<file path="config.mk">
export PLATFORM = sky130hd
export DESIGN_NAME = wsm_seq
export DESIGN_NICKNAME = d
export VERILOG_FILES = /design/src/rtl/window_stats_monitor_macros.svh /design/src/rtl/wsm_pkg.sv /design/src/rtl/wsm_seq.sv
export SDC_FILE = /design/constraint.sdc
export NUM_CORES = 1
export LEC_CHECK = 0
export ABC_CLOCK_PERIOD_IN_PS = 4500
export BUFFER_PORTS_ARGS = -buffer_cell sky130_fd_sc_hd__buf_2
export CORE_AREA = 2 2 39 41
export DETAILED_ROUTE_END_ITERATION = 10
export DIE_AREA = 0 0 41 43
export PLACE_DENSITY_LB_ADDON = 0.08
export RECOVER_POWER = 25
export SLEW_MARGIN = 20
export SYNTH_ARGS = -nofsm -noshare
export SYNTH_HDL_FRONTEND = slang
export SYNTH_SLANG_ARGS = --single-unit
export TNS_END_PERCENT = 50
</file>
<file path="constraint.sdc">
create_clock -name clk -period 4.5 [get_ports clk]
set_clock_uncertainty 0.05 [all_clocks]
set_input_delay 1.125 -clock clk [delete_from_list [all_inputs] [get_ports clk]]
set_output_delay 1.125 -clock clk [all_outputs]
set_load 0.005 [all_outputs]
</file>
<file path="src/rtl/window_stats_monitor_macros.svh">
// ----------------------------------------------------------------------------
// window_stats_monitor_macros
// assertion macros used by the window statistics monitor datapath
// ----------------------------------------------------------------------------
`ifndef WINDOW_STATS_MONITOR_MACROS_SVH
`define WINDOW_STATS_MONITOR_MACROS_SVH

// same-cycle implication, sampled on clk, off during reset
`define WSM_ASSERT_IMPL(lbl, ante, cons, msg) \
    lbl: assert property (@(posedge clk) disable iff (!rst_n) (ante) |-> (cons)) \
        else $error(msg);

// next-cycle implication, sampled on clk, off during reset
`define WSM_ASSERT_NEXT(lbl, ante, cons, msg) \
    lbl: assert property (@(posedge clk) disable iff (!rst_n) (ante) |=> (cons)) \
        else $error(msg);

`endif

</file>
<file path="src/rtl/wsm_pkg.sv">
// ----------------------------------------------------------------------------
// wsm_pkg
// constants, control word format and microcode table of the window monitor
// ----------------------------------------------------------------------------
package wsm_pkg;

    localparam int HISTORY_DEPTH = 128;
    localparam int DATA_W        = 32;
    localparam int FILLED_W      = 8;
    localparam int PTR_W         = (HISTORY_DEPTH > 1) ? $clog2(HISTORY_DEPTH) : 1;
    localparam int CNT_W         = $clog2(HISTORY_DEPTH + 1);
    localparam int SUM_W         = DATA_W + CNT_W;
    localparam int DIV_STEPS     = (SUM_W + 1) / 2;
    localparam int DIV_W         = 2 * DIV_STEPS;
    localparam int DIV_CNT_W     = $clog2(DIV_STEPS + 1);
    localparam int PROD_W        = 48;
    localparam int EMA_SHIFT     = 16;
    localparam int EMA_WEIGHT    = 6554;
    localparam int EMA_ROUND     = 32768;
    localparam int STEP_W        = 3;

    localparam logic [DATA_W-1:0] COUNT_MAX = '1;

    typedef enum logic [2:0] {
        OP_NONE,
        OP_ACCEPT,
        OP_UPDATE,
        OP_EMA,
        OP_PRIME,
        OP_SCAN,
        OP_DIV,
        OP_EMIT
    } op_t;

    typedef enum logic [2:0] {
        C_NEVER,
        C_ALWAYS,
        C_NO_INPUT,
        C_EMPTY,
        C_SCAN_MORE,
        C_DIV_BUSY,
        C_OUT_BUSY
    } cond_t;

    localparam logic [STEP_W-1:0] ST_IDLE   = 3'd0;
    localparam logic [STEP_W-1:0] ST_UPDATE = 3'd1;
    localparam logic [STEP_W-1:0] ST_EMA    = 3'd2;
    localparam logic [STEP_W-1:0] ST_PRIME  = 3'd3;
    localparam logic [STEP_W-1:0] ST_SCAN   = 3'd4;
    localparam logic [STEP_W-1:0] ST_DIV    = 3'd5;
    localparam logic [STEP_W-1:0] ST_WAIT   = 3'd6;
    localparam logic [STEP_W-1:0] ST_EMIT   = 3'd7;

    typedef struct packed {
        op_t               op;
        cond_t             cond;
        logic [STEP_W-1:0] target;
    } ctrl_t;

    typedef struct packed {
        logic no_input;
        logic empty;
        logic scan_more;
        logic div_busy;
        logic out_busy;
    } status_t;

    // microprogram, step counter wraps from the last step back to idle
    function automatic ctrl_t ucode_rom(input logic [STEP_W-1:0] step);
        ctrl_t w;
        unique case (step)
            ST_IDLE:   w = '{op: OP_ACCEPT, cond: C_NO_INPUT,  target: ST_IDLE};
            ST_UPDATE: w = '{op: OP_UPDATE, cond: C_NEVER,     target: ST_IDLE};
            ST_EMA:    w = '{op: OP_EMA,    cond: C_EMPTY,     target: ST_EMIT};
            ST_PRIME:  w = '{op: OP_PRIME,  cond: C_NEVER,     target: ST_IDLE};
            ST_SCAN:   w = '{op: OP_SCAN,   cond: C_SCAN_MORE, target: ST_SCAN};
            ST_DIV:    w = '{op: OP_DIV,    cond: C_NEVER,     target: ST_IDLE};
            ST_WAIT:   w = '{op: OP_NONE,   cond: C_DIV_BUSY,  target: ST_WAIT};
            ST_EMIT:   w = '{op: OP_EMIT,   cond: C_OUT_BUSY,  target: ST_EMIT};
            default:   w = '{op: OP_NONE,   cond: C_ALWAYS,    target: ST_IDLE};
        endcase
        return w;
    endfunction

endpackage

</file>
<file path="src/rtl/wsm_seq.sv">
// ----------------------------------------------------------------------------
// wsm_seq
// step counter and microcode lookup with conditional jumps
// ----------------------------------------------------------------------------
module wsm_seq
    import wsm_pkg::*;
(
    input  logic    clk,
    input  logic    rst_n,
    input  status_t status,
    output ctrl_t   ctrl
);

    logic [STEP_W-1:0] step_reg;
    logic [STEP_W-1:0] step_next;
    logic              jump;

    assign ctrl = ucode_rom(step_reg);

    always_comb
    begin
        unique case (ctrl.cond)
            C_NEVER:     jump = 1'b0;
            C_ALWAYS:    jump = 1'b1;
            C_NO_INPUT:  jump = status.no_input;
            C_EMPTY:     jump = status.empty;
            C_SCAN_MORE: jump = status.scan_more;
            C_DIV_BUSY:  jump = status.div_busy;
            C_OUT_BUSY:  jump = status.out_busy;
            default:     jump = 1'b0;
        endcase
    end

    always_comb
    begin
        if (jump)
        begin
            step_next = ctrl.target;
        end
        else
        begin
            step_next = step_reg + 1'b1;
        end
    end

    always_ff @(posedge clk or negedge rst_n)
    begin
        if (!rst_n)
        begin
            step_reg <= ST_IDLE;
        end
        else
        begin
            step_reg <= step_next;
        end
    end

endmodule

</file>
Yosys cells after proc, flatten, opt, wreduce, memory -nomap -nowiden. Memory sizes are Yosys's and may differ from the RTL's. Index checks and enable logic that the tools add are counted.

Mux-type cells: 2. $add $sub $neg: 1. Equality and inequality tests: 6.

Operator list (count): equality test 3 bit, second input constant (3); equality test 3 x 2 -> 1 bit, second input constant (2); one-hot mux 1 bit (6 select lines) (1); adder 3 x 1 -> 3 bit, second input constant (1); equality test 3 x 1 -> 1 bit, second input constant (1); 2-to-1 mux 3 bit (1).

Bits in read-only memories: 72. Output and inout bits: 9. Memories kept: 1. Word-level logic and storage cells: 11. Flip-flop bits (word level): 3.

Memory list: (no name shown) (words 8, bits a word 9, read ports 1, clocked after Yosys merged registers in 0, write ports 0, line wsm_pkg.sv:71) `unique case (step)`.

Depth between registers and ports, before layout. An unclocked memory read counts as a cell.

Word-level depth: 4. Mapped depth: 8.

Worst setup path before layout. Ideal clock, no wire load.

Path kind: register to output. Start point: register step_reg[0]. End point: output port ctrl[7] (netlist bit). Slack: 2.293 ns. Stages on the path, launching flop included: 4. Buffers on the path: 0. Data arrival time: 1.032 ns. Required time: 3.325 ns. Cell sequence: dfrtp_1 -> inv_1 -> ha_1 -> o21ai_0.

RTL lines: from (decl) (line wsm_seq.sv:14) `logic [STEP_W-1:0] step_reg;`; from (signal assigned) (line wsm_seq.sv:54) `step_reg <= step_next;`; to (decl) (line wsm_seq.sv:11) `output ctrl_t ctrl`.

==> key figures <==
Outcome
  • Status: complete, no violations

Synth
  • Yosys synthesis warning count: 0
  • Cells after synthesis: 38
  • Cell variety after synth: 19
  • Seq cells post-synth: 3
  • Syn avg cell area: 9.29 sq um
  • Synthesized area: 353 sq um
  • Synth Net Count: 50
  • Sequential cell area fraction in the yosys report: 0.213

Worst setup path
  • R2r endpoint: step_reg[0]
  • Crit. End Element: output pin
  • Worst path cell trace: inv_1, ha_1, o21ai_0, buf_2
  • Crit path buf inv count: 2
  • Critical-path top delay cell: dfrtp_1
  • Worst Reg-to-Reg Cells: 8
  • Startpoint Class: flop
  • FF-to-FF Start: step_reg[1]
  • Reg2Reg Setup Slack: approximately 2.5 ns
  • Kind of critical path: flop to output pin
  • Crit path DAT: 1.47 ns
  • Setup crit start: step_reg[0]
  • CP max FO: 9
  • CP max stage delay: 0.51 ns
  • Crit path required time: between 3 and 4 ns
  • Family with the most delay on the worst path: flip-flops

Global route
  • Global-route wire length before repair: 1210 um
  • Total global-route track usage: 0.101
  • Largest net degree at the start of global routing: 13
  • GR Overflow Total: 0
  • Initial antenna violation count: 0
  • Vias in the first global route: 285

Finish
  • Max reg flops: 3
  • Share of cells above drive strength 1: 0.446
  • Fillers: 151
  • Area of the multi-input gates: 248 sq um
  • P&R area growth vs syn: 30.9%
  • Most common cell after layout, fill and taps aside: buf_2
  • Final net count: a little under 70
  • Most frequent cells in the layout: 14 x buf_2, 6 x nand2_1, 5 x inv_1, 5 x ha_1
  • Number of diodes: 0
  • Non-filler cells, final: between 70 and 80
  • Register area: 75.1 sq um

Placed design
  • Dpl cells: 68
  • RePlAce Congestion: 0.647
  • IO Port Bufs: 15
  • Hpwl dp: slightly below 600 um

Timing
  • Final hold violation count: 0
  • Setup-failing EPs final: 0
  • Slew @ Worst Pin: 0.447 ns
  • Max Slew Vio Count: 0
  • Unrepaired setup endpoints after global routing: no
  • Max transition margin: 0.702
  • Crit share post-route: 0.588
  • Post-Route Setup TNS: 0 ns
  • Fin crit period: 2.65 ns
  • FMAX: 0.378 GHz

Route
  • Final WL: 723 um
  • First DRT Iteration DRCs: 2
  • WL per Instance: 10.0 um
  • Routed vias/inst: approximately 4.2
  • Final ANT Viol Nets: 0
  • Number of remaining DRC errors: 0
  • Pre-antenna DRT Iters: 2
  • DR vias: 305

Clocking
  • Post-CTS Setup Repair Bufs: 0
  • Clock sink total: 3
  • Bufs on Longest Clock Path: 2
  • Post-CTS resize count: 0
  • Skew-Pair Late Insertion Delay: 0.23 ns
  • TritonCTS clock tree: done
  • CTS Buf Count: 3
  • H-Tree Depth: 1
  • Cts hold-fix bufs: 0
  • Worst-path clk slew: about 0.04 ns
  • Clock Tree Root: clkbuf_4

Floorplan
  • Core Rows: 14
  • Initial Util: 0.255
  • Num ports: 16
  • Core box area: 1380 sq um
  • Die footprint: 1760 sq um
  • Die height: 43 um
  • Die W: 41 um

Power and ir drop
  • Leakage: about 0.00028 uW
  • Power Density: 890 nW/um^2
  • Peak supply drop: 0.000225 V

Hold path
  • Tightest Hold Check Type: input pin to asynchronous set/reset pin

Flow run
  • Number of max-cap violations: 0
## metal layers
layer / part of all wire / vias up / wire length, um / GRT usage
li1: - / 163 / - / -
met1: 0.43 / 133 / 310 / 0.132
met2: 0.51 / 7 / 367 / 0.147
met3: 0.039 / 2 / 28 / 0.0157
met4: 0.024 / 0 / 17 / 0.0600
met5: 0 / - / 0 / 0
## worst max-delay path by stage
stage                     depth (start not counted)      end  slack (ns)
final                                             4  ctrl[7]        1.85
after global routing                              4  ctrl[7]        1.72
after CTS                                         5  ctrl[6]        1.84
after detailed placement                          5  ctrl[6]        2.09
after global placement                            4  ctrl[7]        2.08
after floorplan                                   3  ctrl[7]        2.29
## power breakdown
group / internal (uW) / switching [uW]
combinational: 159 / 121
sequential: 42.8 / 41.2
clock: 33.2 / 13.9
total: 235 / 176
## through the flow
step           cell area (sq um)   util  hold slack (ns)  total power [uW]  worst slack [ns]
2_1_floorplan                353      -            0.672               287              2.29
3_3_place_gp                 437  0.316            0.733               375              2.08
3_5_place_dp                 437  0.316            0.753               370              2.09
4_1_cts                      463  0.335            0.625               419              1.84
5_1_grt                      462  0.334            0.642               454              1.72
6_report                     462  0.334            0.635               411              1.85
## area by class of cell
type                       instances  area share
multi-input combinational         29       0.537
sequential                         3       0.163
timing repair buffer              15       0.160
clock buffer                       4      0.0569
tap                               16      0.0434
inverter                           5      0.0407
## Yosys cell counts
cell | count | area share
o21ai_0 | 2 | 0.028
dfrtp_1 | 3 | 0.21
nand2_4 | 1 | 0.032
o21ai_1 | 1 | 0.014
mux2_2 | 1 | 0.032
a21o_2 | 1 | 0.025
a21oi_1 | 1 | 0.014
nand3_1 | 1 | 0.014
mux2i_1 | 2 | 0.057
o21ai_2 | 1 | 0.025
nand2b_1 | 1 | 0.018
nand2b_2 | 1 | 0.025
mux2_4 | 3 | 0.13
a311oi_1 | 1 | 0.025
buf_6 | 1 | 0.032
ha_1 | 5 | 0.18
xor2_1 | 1 | 0.025
inv_1 | 5 | 0.053
nand2_1 | 6 | 0.064
## cells by family after synthesis
group	count (synthesis)	synth area share
muxes	6	0.216
buffers and inverters	6	0.0851
DFF	3	0.213
xor gates and xnor gates	1	0.0248
adders and majority gates	5	0.177
and+or+nand+nor	10	0.152
AOI/OAI and AO/OA	7	0.131
Note: power is estimated with default switching activity, not from simulation.
