File: src/rtl/window_stats_monitor_macros.svh
// ----------------------------------------------------------------------------
// window_stats_monitor_macros
// assertion macros used by the window statistics monitor datapath
// ----------------------------------------------------------------------------
`ifndef WINDOW_STATS_MONITOR_MACROS_SVH
`define WINDOW_STATS_MONITOR_MACROS_SVH

// same-cycle implication, sampled on clk, off during reset
`define WSM_ASSERT_IMPL(lbl, ante, cons, msg) \
    lbl: assert property (@(posedge clk) disable iff (!rst_n) (ante) |-> (cons)) \
        else $error(msg);

// next-cycle implication, sampled on clk, off during reset
`define WSM_ASSERT_NEXT(lbl, ante, cons, msg) \
    lbl: assert property (@(posedge clk) disable iff (!rst_n) (ante) |=> (cons)) \
        else $error(msg);

`endif

File: src/rtl/wsm_pkg.sv
// ----------------------------------------------------------------------------
// wsm_pkg
// constants, control word format and microcode table of the window monitor
// ----------------------------------------------------------------------------
package wsm_pkg;

    localparam int HISTORY_DEPTH = 128;
    localparam int DATA_W        = 32;
    localparam int FILLED_W      = 8;
    localparam int PTR_W         = (HISTORY_DEPTH > 1) ? $clog2(HISTORY_DEPTH) : 1;
    localparam int CNT_W         = $clog2(HISTORY_DEPTH + 1);
    localparam int SUM_W         = DATA_W + CNT_W;
    localparam int DIV_STEPS     = (SUM_W + 1) / 2;
    localparam int DIV_W         = 2 * DIV_STEPS;
    localparam int DIV_CNT_W     = $clog2(DIV_STEPS + 1);
    localparam int PROD_W        = 48;
    localparam int EMA_SHIFT     = 16;
    localparam int EMA_WEIGHT    = 6554;
    localparam int EMA_ROUND     = 32768;
    localparam int STEP_W        = 3;

    localparam logic [DATA_W-1:0] COUNT_MAX = '1;

    typedef enum logic [2:0] {
        OP_NONE,
        OP_ACCEPT,
        OP_UPDATE,
        OP_EMA,
        OP_PRIME,
        OP_SCAN,
        OP_DIV,
        OP_EMIT
    } op_t;

    typedef enum logic [2:0] {
        C_NEVER,
        C_ALWAYS,
        C_NO_INPUT,
        C_EMPTY,
        C_SCAN_MORE,
        C_DIV_BUSY,
        C_OUT_BUSY
    } cond_t;

    localparam logic [STEP_W-1:0] ST_IDLE   = 3'd0;
    localparam logic [STEP_W-1:0] ST_UPDATE = 3'd1;
    localparam logic [STEP_W-1:0] ST_EMA    = 3'd2;
    localparam logic [STEP_W-1:0] ST_PRIME  = 3'd3;
    localparam logic [STEP_W-1:0] ST_SCAN   = 3'd4;
    localparam logic [STEP_W-1:0] ST_DIV    = 3'd5;
    localparam logic [STEP_W-1:0] ST_WAIT   = 3'd6;
    localparam logic [STEP_W-1:0] ST_EMIT   = 3'd7;

    typedef struct packed {
        op_t               op;
        cond_t             cond;
        logic [STEP_W-1:0] target;
    } ctrl_t;

    typedef struct packed {
        logic no_input;
        logic empty;
        logic scan_more;
        logic div_busy;
        logic out_busy;
    } status_t;

    // microprogram, step counter wraps from the last step back to idle
    function automatic ctrl_t ucode_rom(input logic [STEP_W-1:0] step);
        ctrl_t w;
        unique case (step)
            ST_IDLE:   w = '{op: OP_ACCEPT, cond: C_NO_INPUT,  target: ST_IDLE};
            ST_UPDATE: w = '{op: OP_UPDATE, cond: C_NEVER,     target: ST_IDLE};
            ST_EMA:    w = '{op: OP_EMA,    cond: C_EMPTY,     target: ST_EMIT};
            ST_PRIME:  w = '{op: OP_PRIME,  cond: C_NEVER,     target: ST_IDLE};
            ST_SCAN:   w = '{op: OP_SCAN,   cond: C_SCAN_MORE, target: ST_SCAN};
            ST_DIV:    w = '{op: OP_DIV,    cond: C_NEVER,     target: ST_IDLE};
            ST_WAIT:   w = '{op: OP_NONE,   cond: C_DIV_BUSY,  target: ST_WAIT};
            ST_EMIT:   w = '{op: OP_EMIT,   cond: C_OUT_BUSY,  target: ST_EMIT};
            default:   w = '{op: OP_NONE,   cond: C_ALWAYS,    target: ST_IDLE};
        endcase
        return w;
    endfunction

endpackage

File: src/rtl/wsm_div.sv
// ----------------------------------------------------------------------------
// wsm_div
// signed by unsigned divider, truncating, two quotient bits per cycle
// ----------------------------------------------------------------------------
module wsm_div
    import wsm_pkg::*;
(
    input  logic                     clk,
    input  logic                     rst_n,
    input  logic                     start,
    input  logic signed [SUM_W-1:0]  dividend,
    input  logic        [CNT_W-1:0]  divisor,
    output logic                     busy,
    output logic signed [DATA_W-1:0] quotient
);

    logic [DIV_W-1:0]     work_reg;
    logic [DIV_W-1:0]     work_next;
    logic [CNT_W-1:0]     rem_reg;
    logic [CNT_W-1:0]     rem_next;
    logic [CNT_W-1:0]     dsr_reg;
    logic                 neg_reg;
    logic [DIV_CNT_W-1:0] cnt_reg;
    logic [DIV_CNT_W-1:0] cnt_next;
    logic                 busy_reg;
    logic                 busy_next;
    logic [SUM_W-1:0]     mag;
    logic [CNT_W:0]       part_hi;
    logic [CNT_W-1:0]     rem_mid;
    logic [CNT_W:0]       part_lo;
    logic                 q_hi;
    logic                 q_lo;
    logic [DATA_W-1:0]    q_mag;

    // two's complement negate, min value stays correct as unsigned
    assign mag = dividend[SUM_W-1] ? SUM_W'(-dividend) : SUM_W'(dividend);

    always_comb
    begin
        part_hi = {rem_reg, work_reg[DIV_W-1]};
        q_hi    = (part_hi >= {1'b0, dsr_reg});
        rem_mid = q_hi ? CNT_W'(part_hi - {1'b0, dsr_reg}) : CNT_W'(part_hi);
        part_lo = {rem_mid, work_reg[DIV_W-2]};
        q_lo    = (part_lo >= {1'b0, dsr_reg});
        rem_next  = q_lo ? CNT_W'(part_lo - {1'b0, dsr_reg}) : CNT_W'(part_lo);
        work_next = {work_reg[DIV_W-3:0], q_hi, q_lo};
        cnt_next  = cnt_reg - 1'b1;
        busy_next = (cnt_reg != DIV_CNT_W'(1));
    end

    always_ff @(posedge clk or negedge rst_n)
    begin
        if (!rst_n)
        begin
            busy_reg <= 1'b0;
            cnt_reg  <= '0;
        end
        else if (start)
        begin
            busy_reg <= 1'b1;
            cnt_reg  <= DIV_CNT_W'(DIV_STEPS);
        end
        else if (busy_reg)
        begin
            busy_reg <= busy_next;
            cnt_reg  <= cnt_next;
        end
    end

    always_ff @(posedge clk)
    begin
        if (start)
        begin
            work_reg <= DIV_W'(mag);
            rem_reg  <= '0;
            dsr_reg  <= divisor;
            neg_reg  <= dividend[SUM_W-1];
        end
        else if (busy_reg)
        begin
            work_reg <= work_next;
            rem_reg  <= rem_next;
        end
    end

    assign q_mag    = work_reg[DATA_W-1:0];
    assign quotient = neg_reg ? -$signed(q_mag) : $signed(q_mag);
    assign busy     = busy_reg;

endmodule

File: config.mk
export PLATFORM = sky130hd
export DESIGN_NAME = wsm_div
export DESIGN_NICKNAME = d
export VERILOG_FILES = /design/src/rtl/window_stats_monitor_macros.svh /design/src/rtl/wsm_pkg.sv /design/src/rtl/wsm_div.sv
export SDC_FILE = /design/constraint.sdc
export NUM_CORES = 1
export LEC_CHECK = 0
export ABC_AREA = 1
export BUFFER_PORTS_ARGS = -buffer_cell sky130_fd_sc_hd__clkbuf_2
export CAP_MARGIN = 40
export CORE_MARGIN = 2
export CORE_UTILIZATION = 36
export CTS_CLUSTER_DIAMETER = 80
export CTS_CLUSTER_SIZE = 16
export DETAILED_ROUTE_END_ITERATION = 8
export PLACE_DENSITY = 0.54
export REMOVE_ABC_BUFFERS = 1
export SYNTH_ARGS = -nofsm -noshare
export SYNTH_HDL_FRONTEND = slang
export SYNTH_SLANG_ARGS = --single-unit
File: constraint.sdc
create_clock -name clk -period 2.73 [get_ports clk]
set_clock_uncertainty 0.1 [all_clocks]
set_input_delay 0.1365 -clock clk [delete_from_list [all_inputs] [get_ports clk]]
set_output_delay 0.1365 -clock clk [all_outputs]
set_load 0.02 [all_outputs]
Word level (Yosys, flattened, before mapping)
Index checks and enable logic that the tools add are counted.
{"block": "word_totals", "reg_bits": 63, "output_inout_bits": 33, "inputBits": 51}
{"block": "op_classes", "muxes": 10, "eq_ne": 1, "n_reduce_logical": 1, "addsub": 5, "order_cmp": 2}
{"op": "40-bit two-way mux", "count": 3}
{"op": "40-bit negation", "count": 1}
{"op": "32-bit two-way mux", "count": 1}
{"op": "32-bit negation", "count": 1}
{"op": "9-bit by 8-bit >= comparator with 1-bit output", "count": 2}
{"op": "8-bit two-way mux", "count": 2}
{"op": "8-bit subtractor", "count": 2}
{"op": "5-bit two-way mux", "count": 2}
{"op": "5-bit by 1-bit inequality test with 1-bit output, second input constant", "count": 1}
{"op": "5-bit by 1-bit subtractor with 5-bit output, second input constant", "count": 1}
{"op": "1-bit two-way mux", "count": 2}
{"op": "2-bit nonzero test", "count": 1}

Longest topological paths before layout
{"block": "depth", "depth_word": 5, "ltp_mapped": 23, "ltp_nobuf": 23}

Worst setup path before layout
OpenSTA, ideal clock, no wires.
{"block": "synth_timing", "kind": "flip-flop to flip-flop", "startpoint": "reg dsr_reg[1]", "endpoint": "reg work_reg[0], data pin", "stages_incl_launch_ff": 19, "setup_slack_ps": -204, "n_path_buf": 0, "setup_ps": 263, "t_arrival_ps": 2571, "cell_sequence": "edfxtp_1 -> inv_1 -> ha_1 -> inv_1 -> nor2_1 -> nand3_1 -> nor2_4 -> nor2_8 -> nand2_8 -> or2_0 -> nand2_2 -> inv_1 -> ha_1 -> nand2_1 -> nor2_1 -> a21oi_1 -> nand4_4 -> nand2_1 -> o21ai_1"}
{"block": "synth_between", "elab_chain_len": 5, "word_cells_on_any_way": 6, "cone_classes": "add/sub (1); order compare (2); mux (3)"}
{"item": "start: declaration", "line": "wsm_div.sv:21", "rtl": "logic [CNT_W-1:0] dsr_reg;"}
{"item": "start signal: assignment", "line": "wsm_div.sv:76", "rtl": "dsr_reg <= divisor;"}
{"item": "8-bit subtractor or 9-bit by 8-bit >= comparator with 1-bit output (tied branches)", "line": "wsm_div.sv:42, wsm_div.sv:41"}
{"item": "8-bit two-way mux", "line": "wsm_div.sv:42", "rtl": "rem_mid = q_hi ? CNT_W'(part_hi - {1'b0, dsr_reg}) : CNT_W'(part_hi);"}
{"item": "9-bit by 8-bit >= comparator with 1-bit output *", "line": "wsm_div.sv:44", "rtl": "q_lo = (part_lo >= {1'b0, dsr_reg});"}
{"item": "40-bit two-way mux *", "line": "wsm_div.sv:79", "rtl": "else if (busy_reg)"}
{"item": "40-bit two-way mux *", "line": "wsm_div.sv:72", "rtl": "if (start)"}
{"item": "end signal: assignment", "line": "wsm_div.sv:74", "rtl": "work_reg <= DIV_W'(mag);"}
{"item": "end signal: assignment", "line": "wsm_div.sv:81", "rtl": "work_reg <= work_next;"}
{"item": "end: declaration", "line": "wsm_div.sv:17", "rtl": "logic [DIV_W-1:0] work_reg;"}
Mark *: on every way between the ends. The rest lies on a longest branch, timed or not. The select of a mux whose other input is x is not followed.
A chain may end at the register's enable or synchronous reset.

Final worst setup path
{"block": "layout_timing", "startpoint": "reg work_reg[39]", "endpoint": "reg rem_reg[1]"}
{"block": "layout_between", "elab_chain_len": 4, "word_cells_on_any_way": 6, "cone_classes": "add/sub (2); order compare (2); mux (2)"}
{"item": "8-bit subtractor or 9-bit by 8-bit >= comparator with 1-bit output (tied branches)", "line": "wsm_div.sv:42, wsm_div.sv:41"}
{"item": "8-bit two-way mux *", "line": "wsm_div.sv:42"}
{"item": "8-bit subtractor or 9-bit by 8-bit >= comparator with 1-bit output (tied branches)", "line": "wsm_div.sv:45, wsm_div.sv:44"}
{"item": "8-bit two-way mux *", "line": "wsm_div.sv:45", "rtl": "rem_next = q_lo ? CNT_W'(part_lo - {1'b0, dsr_reg}) : CNT_W'(part_lo);"}
{"item": "end signal: assignment", "line": "wsm_div.sv:82", "rtl": "rem_reg <= rem_next;"}
{"item": "end: declaration", "line": "wsm_div.sv:19", "rtl": "logic [CNT_W-1:0] rem_reg;"}
Mark *: on every way between the ends. The rest lies on a longest branch, timed or not.

==> flow_results.org <==
** Outcome
- The flow ran to the end, but the final reports show violations.
- Failing checks :: negative setup slack

** Clock tree
- CTS H-tree depth :: 3
- Clock tree from TritonCTS :: built
- Clock slew seen by the registers of the worst setup and hold paths :: 0.05 ns
- Clock Latency Late Sink :: 0.33 ns
- Root Buffer Master :: sky130_fd_sc_hd__clkbuf_16
- The number of clock buffers added by TritonCTS is 9.
- Deepest clock path buffer count :: 2
- Sink Count :: 63

** Drt
- Overall via count from detail_route :: 5701
- The first routing iteration left 344 violations.
- Routed via count divided by cell count :: 4.75
- Wire length after detailed routing :: 17000 um
- After detailed routing, the average wire length per cell comes to 14.2 um.
- Total DRC errors in the routed layout :: 0
- In this run the remaining antenna-violating nets after routing total 0.
- First-pass iteration count of the detailed router :: 7

** Pwr
- Relative contribution of sequential cells to total power :: 19.1%
- Leak pwr :: 3.57 nW
- Part of the power in the clock network :: 16.0%
- The internal power of the cells totals 4.26 mW.
- Maximum vdd ir drop :: 473 uV
- Net switching is 41.4% of the power.
- Total power :: 7.27 mW
- Portion of total power attributed to combinational logic :: 64.9%
- Net Switching :: 3.01 mW
- Dividing total power by cell area gives a power density of 946 nW/um^2.

** STA
- At the pin with the least slew margin, the transition time is 0.547 ns.
- Minimum clock period after layout :: 2.86 ns
- Post-layout worst setup margin :: -0.130 ns
- Unrepaired setup endpoints after global routing :: yes
- FMAX :: 0.350 GHz
- Final critical-path share of the clock period :: 105%
- Total of endpoints with negative setup slack in the final report :: 9
- In this run the tightest slew margin relative to its limit is 63.6%.
- The number of failing hold endpoints at the final stage was 0.
- Sum Neg Setup Slack :: -0.968 ns
- The count of pins over their slew limit came to 0.

** Finish
- Total of fill cells in the finished design :: 1571
- Final antenna diode count :: 0
- Area Growth Syn to Fin :: 35.4%
- After routing the design area is 7690 um^2.
- Fraction of layout instances using a drive strength above 1 :: 30.2%
- The register with the most flip-flops in the layout has 40 of them.
- For this run, the post-layout net count is 1058.
- Final core utilization :: 50.2%

** Worst setup path
- The endpoint identified for the worst register-to-register timing path is rem_reg[1]$_SDFFE_PP0P_.
- The worst register-to-register path begins at work_reg[39]$_DFFE_PP_.
- The worst register-to-register path has a setup slack of -0.13 ns.
- Data on the critical path is required at its endpoint by 2.86 ns.
- At the worst endpoint, the arrival time is 2.99 ns.
- Cell-by-cell listing of the critical path :: inv_2, ha_4, inv_2, fa_2, nand2_2, o21ai_2, xnor2_1, nand2_2, nand2_2, inv_2, ha_4, nand2_4, or2_0, nand3_2, nand2_4, nand4_4, buf_12, nand2_2, nand3_1, nand2_1
- On the critical path, the stage with the largest delay is an instance of sky130_fd_sc_hd__edfxtp_1.
- Largest fanout on the critical path :: 7
- For the worst flop-to-flop path, the logic depth is 20.
- By startpoint and endpoint, the worst setup path is classified as reg -> reg.
- Kind of capture point of the worst setup path :: flop
- The most numerous cell type found on the critical path is sky130_fd_sc_hd__nand2_2.
- Worst Setup Start Kind :: flop
- Max stage delay on crit path :: 0.38 ns

** Global routing
- Largest net degree at the start of global routing :: 42
- Via count of the first global-routing pass :: 5338
- The first global-routing pass estimated 27000 um of wire.
- For this run the aggregate overflow at the end of global routing stands at 0.
- All-Layer GR Usage :: 20.7%
- The initial antenna violation count is 0.

** Synth
- The share of the Yosys chip area taken by registers is 31.4%.
- Syn_area_per_cell :: 6.94 um^2
- The number of different library cells used by synthesis comes to 47.
- Dominant synthesized flop cell :: sky130_fd_sc_hd__edfxtp_1
- Area contributors post-synth :: sky130_fd_sc_hd__edfxtp_1 26%, sky130_fd_sc_hd__nand2_1 15%, sky130_fd_sc_hd__xor2_1 8.0%, sky130_fd_sc_hd__inv_1 6.2%, sky130_fd_sc_hd__nor2_1 6.1%
- Post-synthesis cell area :: 5680 um^2
- Post-synthesis sequential element count :: 63
- After synthesis, the share of flip-flops with an asynchronous set or reset is 9.52%.
- The synthesized design spends more area on one cell type than any other, namely sky130_fd_sc_hd__edfxtp_1.
- Counting flops with a built-in enable in the synthesized netlist gives 49.
- In this run the biggest area consumer among cell types represents 25.9% of the synthesized area.
- Yosys printed 0 warnings.
- Synthesis produced a netlist whose cell count is 818.

** Die
- Area enclosed by the die boundary :: 16800 um^2
- Num ports :: 84
- After floorplanning, the core was sized to cover 15300 um^2.
- The initial utilization of the core area, before any placement, comes to 37.1%.
- Die outline width :: 130 um
- # rows :: 45
- DIE HEIGHT :: 130 um

** Place
- Place WS :: -0.309 ns
- In this run the cell area measured after placement is 6770 um^2.
- Final weighted congestion of routability-driven global placement :: 0.892
- Detailed placement finished with a half-perimeter wire length of 13400 um.
- Buffers placed on the I/O ports in this run total 83.

** Flow run
- Number of max-cap violations :: 0

** Worst hold path
- The worst hold path belongs to the class in -> async.
[per-stage QoR]
step | hold slack (ns) | cells
2_1_floorplan | -0.259 | 799
3_3_place_gp | -0.126 | 1155
3_5_place_dp | -0.122 | 1155
4_1_cts | 0.0613 | 1186
5_1_grt | 0.0767 | 1201
6_report | 0.0596 | 1201
[repair_timing]
item | in CTS | in global routing
hold buffers | 9 | 0
setup buffers | 6 | 12
setup endpoints to repair | 9 | 12
resized for setup | 32 | 52
pin swaps | 22 | 37
hold endpoints to repair | 14 | 0
gates cloned | 0 | 3
[layout by cell type, fill, tap and decap left out, types with 3 or more instances in the layout]
cell type	netlist	final
sky130_fd_sc_hd__nand3b_1	5	5
sky130_fd_sc_hd__nand3_2	6	11
sky130_fd_sc_hd__edfxtp_1	49	49
sky130_fd_sc_hd__a21oi_2	1	4
sky130_fd_sc_hd__inv_1	94	81
sky130_fd_sc_hd__dlygate4sd3_1	0	9
sky130_fd_sc_hd__o21ai_0	41	40
sky130_fd_sc_hd__a31oi_1	8	8
sky130_fd_sc_hd__xor2_1	52	51
sky130_fd_sc_hd__nor2_1	92	88
sky130_fd_sc_hd__dfrtp_1	6	6
sky130_fd_sc_hd__nand3_1	60	55
sky130_fd_sc_hd__a21oi_1	17	13
sky130_fd_sc_hd__ha_1	20	4
sky130_fd_sc_hd__buf_4	1	78
sky130_fd_sc_hd__o31ai_1	3	3
sky130_fd_sc_hd__nand2_1	220	200
sky130_fd_sc_hd__nor3_2	3	3
sky130_fd_sc_hd__nand2_2	8	23
sky130_fd_sc_hd__o21ai_2	2	4
sky130_fd_sc_hd__xnor2_1	9	9
sky130_fd_sc_hd__nor2_2	8	11
sky130_fd_sc_hd__clkbuf_2	0	82
sky130_fd_sc_hd__nand2_4	1	7
sky130_fd_sc_hd__dfxtp_1	8	7
sky130_fd_sc_hd__inv_2	13	26
sky130_fd_sc_hd__clkbuf_16	0	9
sky130_fd_sc_hd__nor3_1	7	7
sky130_fd_sc_hd__nor2_4	1	3
sky130_fd_sc_hd__ha_4	0	16
sky130_fd_sc_hd__nand4_1	23	23
sky130_fd_sc_hd__o21ai_1	19	18
[per-layer routing]
| metal | part of all wire (%) | track usage, % | vias up | wire [um] |
|---|---|---|---|---|
| met5 | 0 | 0 | - | 0 |
| met4 | 1.7 | 6.64 | 0 | 297 |
| met3 | 3.3 | 2.85 | 18 | 556 |
| met2 | 45 | 32.5 | 114 | 7720 |
| met1 | 50 | 29.6 | 2567 | 8450 |
| li1 | - | - | 3002 | - |
[worst max-delay path, delay by kind of cell (launching register included)]
family          cells  cell delay [ns]
compound gates      1             0.05
xor+xnor            1             0.19
fa+ha+maj           3             0.74
buf+inv             4             0.31
flops               1             0.38
simple gates       11             0.96
[Yosys cell counts (8+ instances only)]
master / instances
sky130_fd_sc_hd__o21ai_0: 41
sky130_fd_sc_hd__clkbuf_1: 16
sky130_fd_sc_hd__nand2_2: 8
sky130_fd_sc_hd__inv_1: 94
sky130_fd_sc_hd__a21oi_1: 17
sky130_fd_sc_hd__ha_1: 20
sky130_fd_sc_hd__o21ai_1: 19
sky130_fd_sc_hd__nand2_1: 220
sky130_fd_sc_hd__edfxtp_1: 49
sky130_fd_sc_hd__dfxtp_1: 8
sky130_fd_sc_hd__nor2_2: 8
sky130_fd_sc_hd__a31oi_1: 8
sky130_fd_sc_hd__nand4_1: 23
sky130_fd_sc_hd__nand3_1: 60
sky130_fd_sc_hd__xor2_1: 52
sky130_fd_sc_hd__nor2_1: 92
sky130_fd_sc_hd__xnor2_1: 9
sky130_fd_sc_hd__inv_2: 13
[kinds of logic (layout without fill, tap and decap cells)]
kind of cell,count (synthesis),in the layout,synth area share (%)
simple gates,448,450,36.3
buf+inv,129,299,8.71
compound gates,95,95,9.04
flops,63,63,31.4
xor+xnor,61,61,9.41
fa+ha+maj,22,22,5.11
[power groups by stage]
stage	logic (mW)	clock network (mW)	registers, mW
2_1_floorplan	2.26	0	1.36
3_3_place_gp	3.76	0	1.38
3_5_place_dp	3.74	0	1.39
4_1_cts	4.09	1.18	1.39
5_1_grt	5.20	1.22	1.41
6_report	4.72	1.16	1.39
[worst max path at each step]
stage | startpoint | slack (ns) | to | cells past startpoint
2_1_floorplan | dsr_reg[1]$_DFFE_PP_ | -0.25 | work_reg[0]$_DFFE_PP_ | 18
3_3_place_gp | work_reg[39]$_DFFE_PP_ | -0.28 | work_reg[0]$_DFFE_PP_ | 20
3_5_place_dp | work_reg[39]$_DFFE_PP_ | -0.31 | rem_reg[4]$_SDFFE_PP0P_ | 20
4_1_cts | work_reg[39]$_DFFE_PP_ | -0.14 | rem_reg[1]$_SDFFE_PP0P_ | 20
5_1_grt | dsr_reg[4]$_DFFE_PP_ | -0.28 | rem_reg[1]$_SDFFE_PP0P_ | 21
6_report | work_reg[39]$_DFFE_PP_ | -0.13 | rem_reg[1]$_SDFFE_PP0P_ | 20
[cell type report]
cell class	instances	area (um^2)	area share (%)
multi-input combinational	628	3780	49.1
sequential	63	1780	23.2
timing repair buffer	172	1140	14.8
inverter	110	418	5.44
tap	211	264	3.43
clock buffer	13	260	3.39
clock inverter	3	42.5	0.553
timing repair inverter	1	5.00	0.0651
Note: power is estimated with default switching activity, not from simulation.
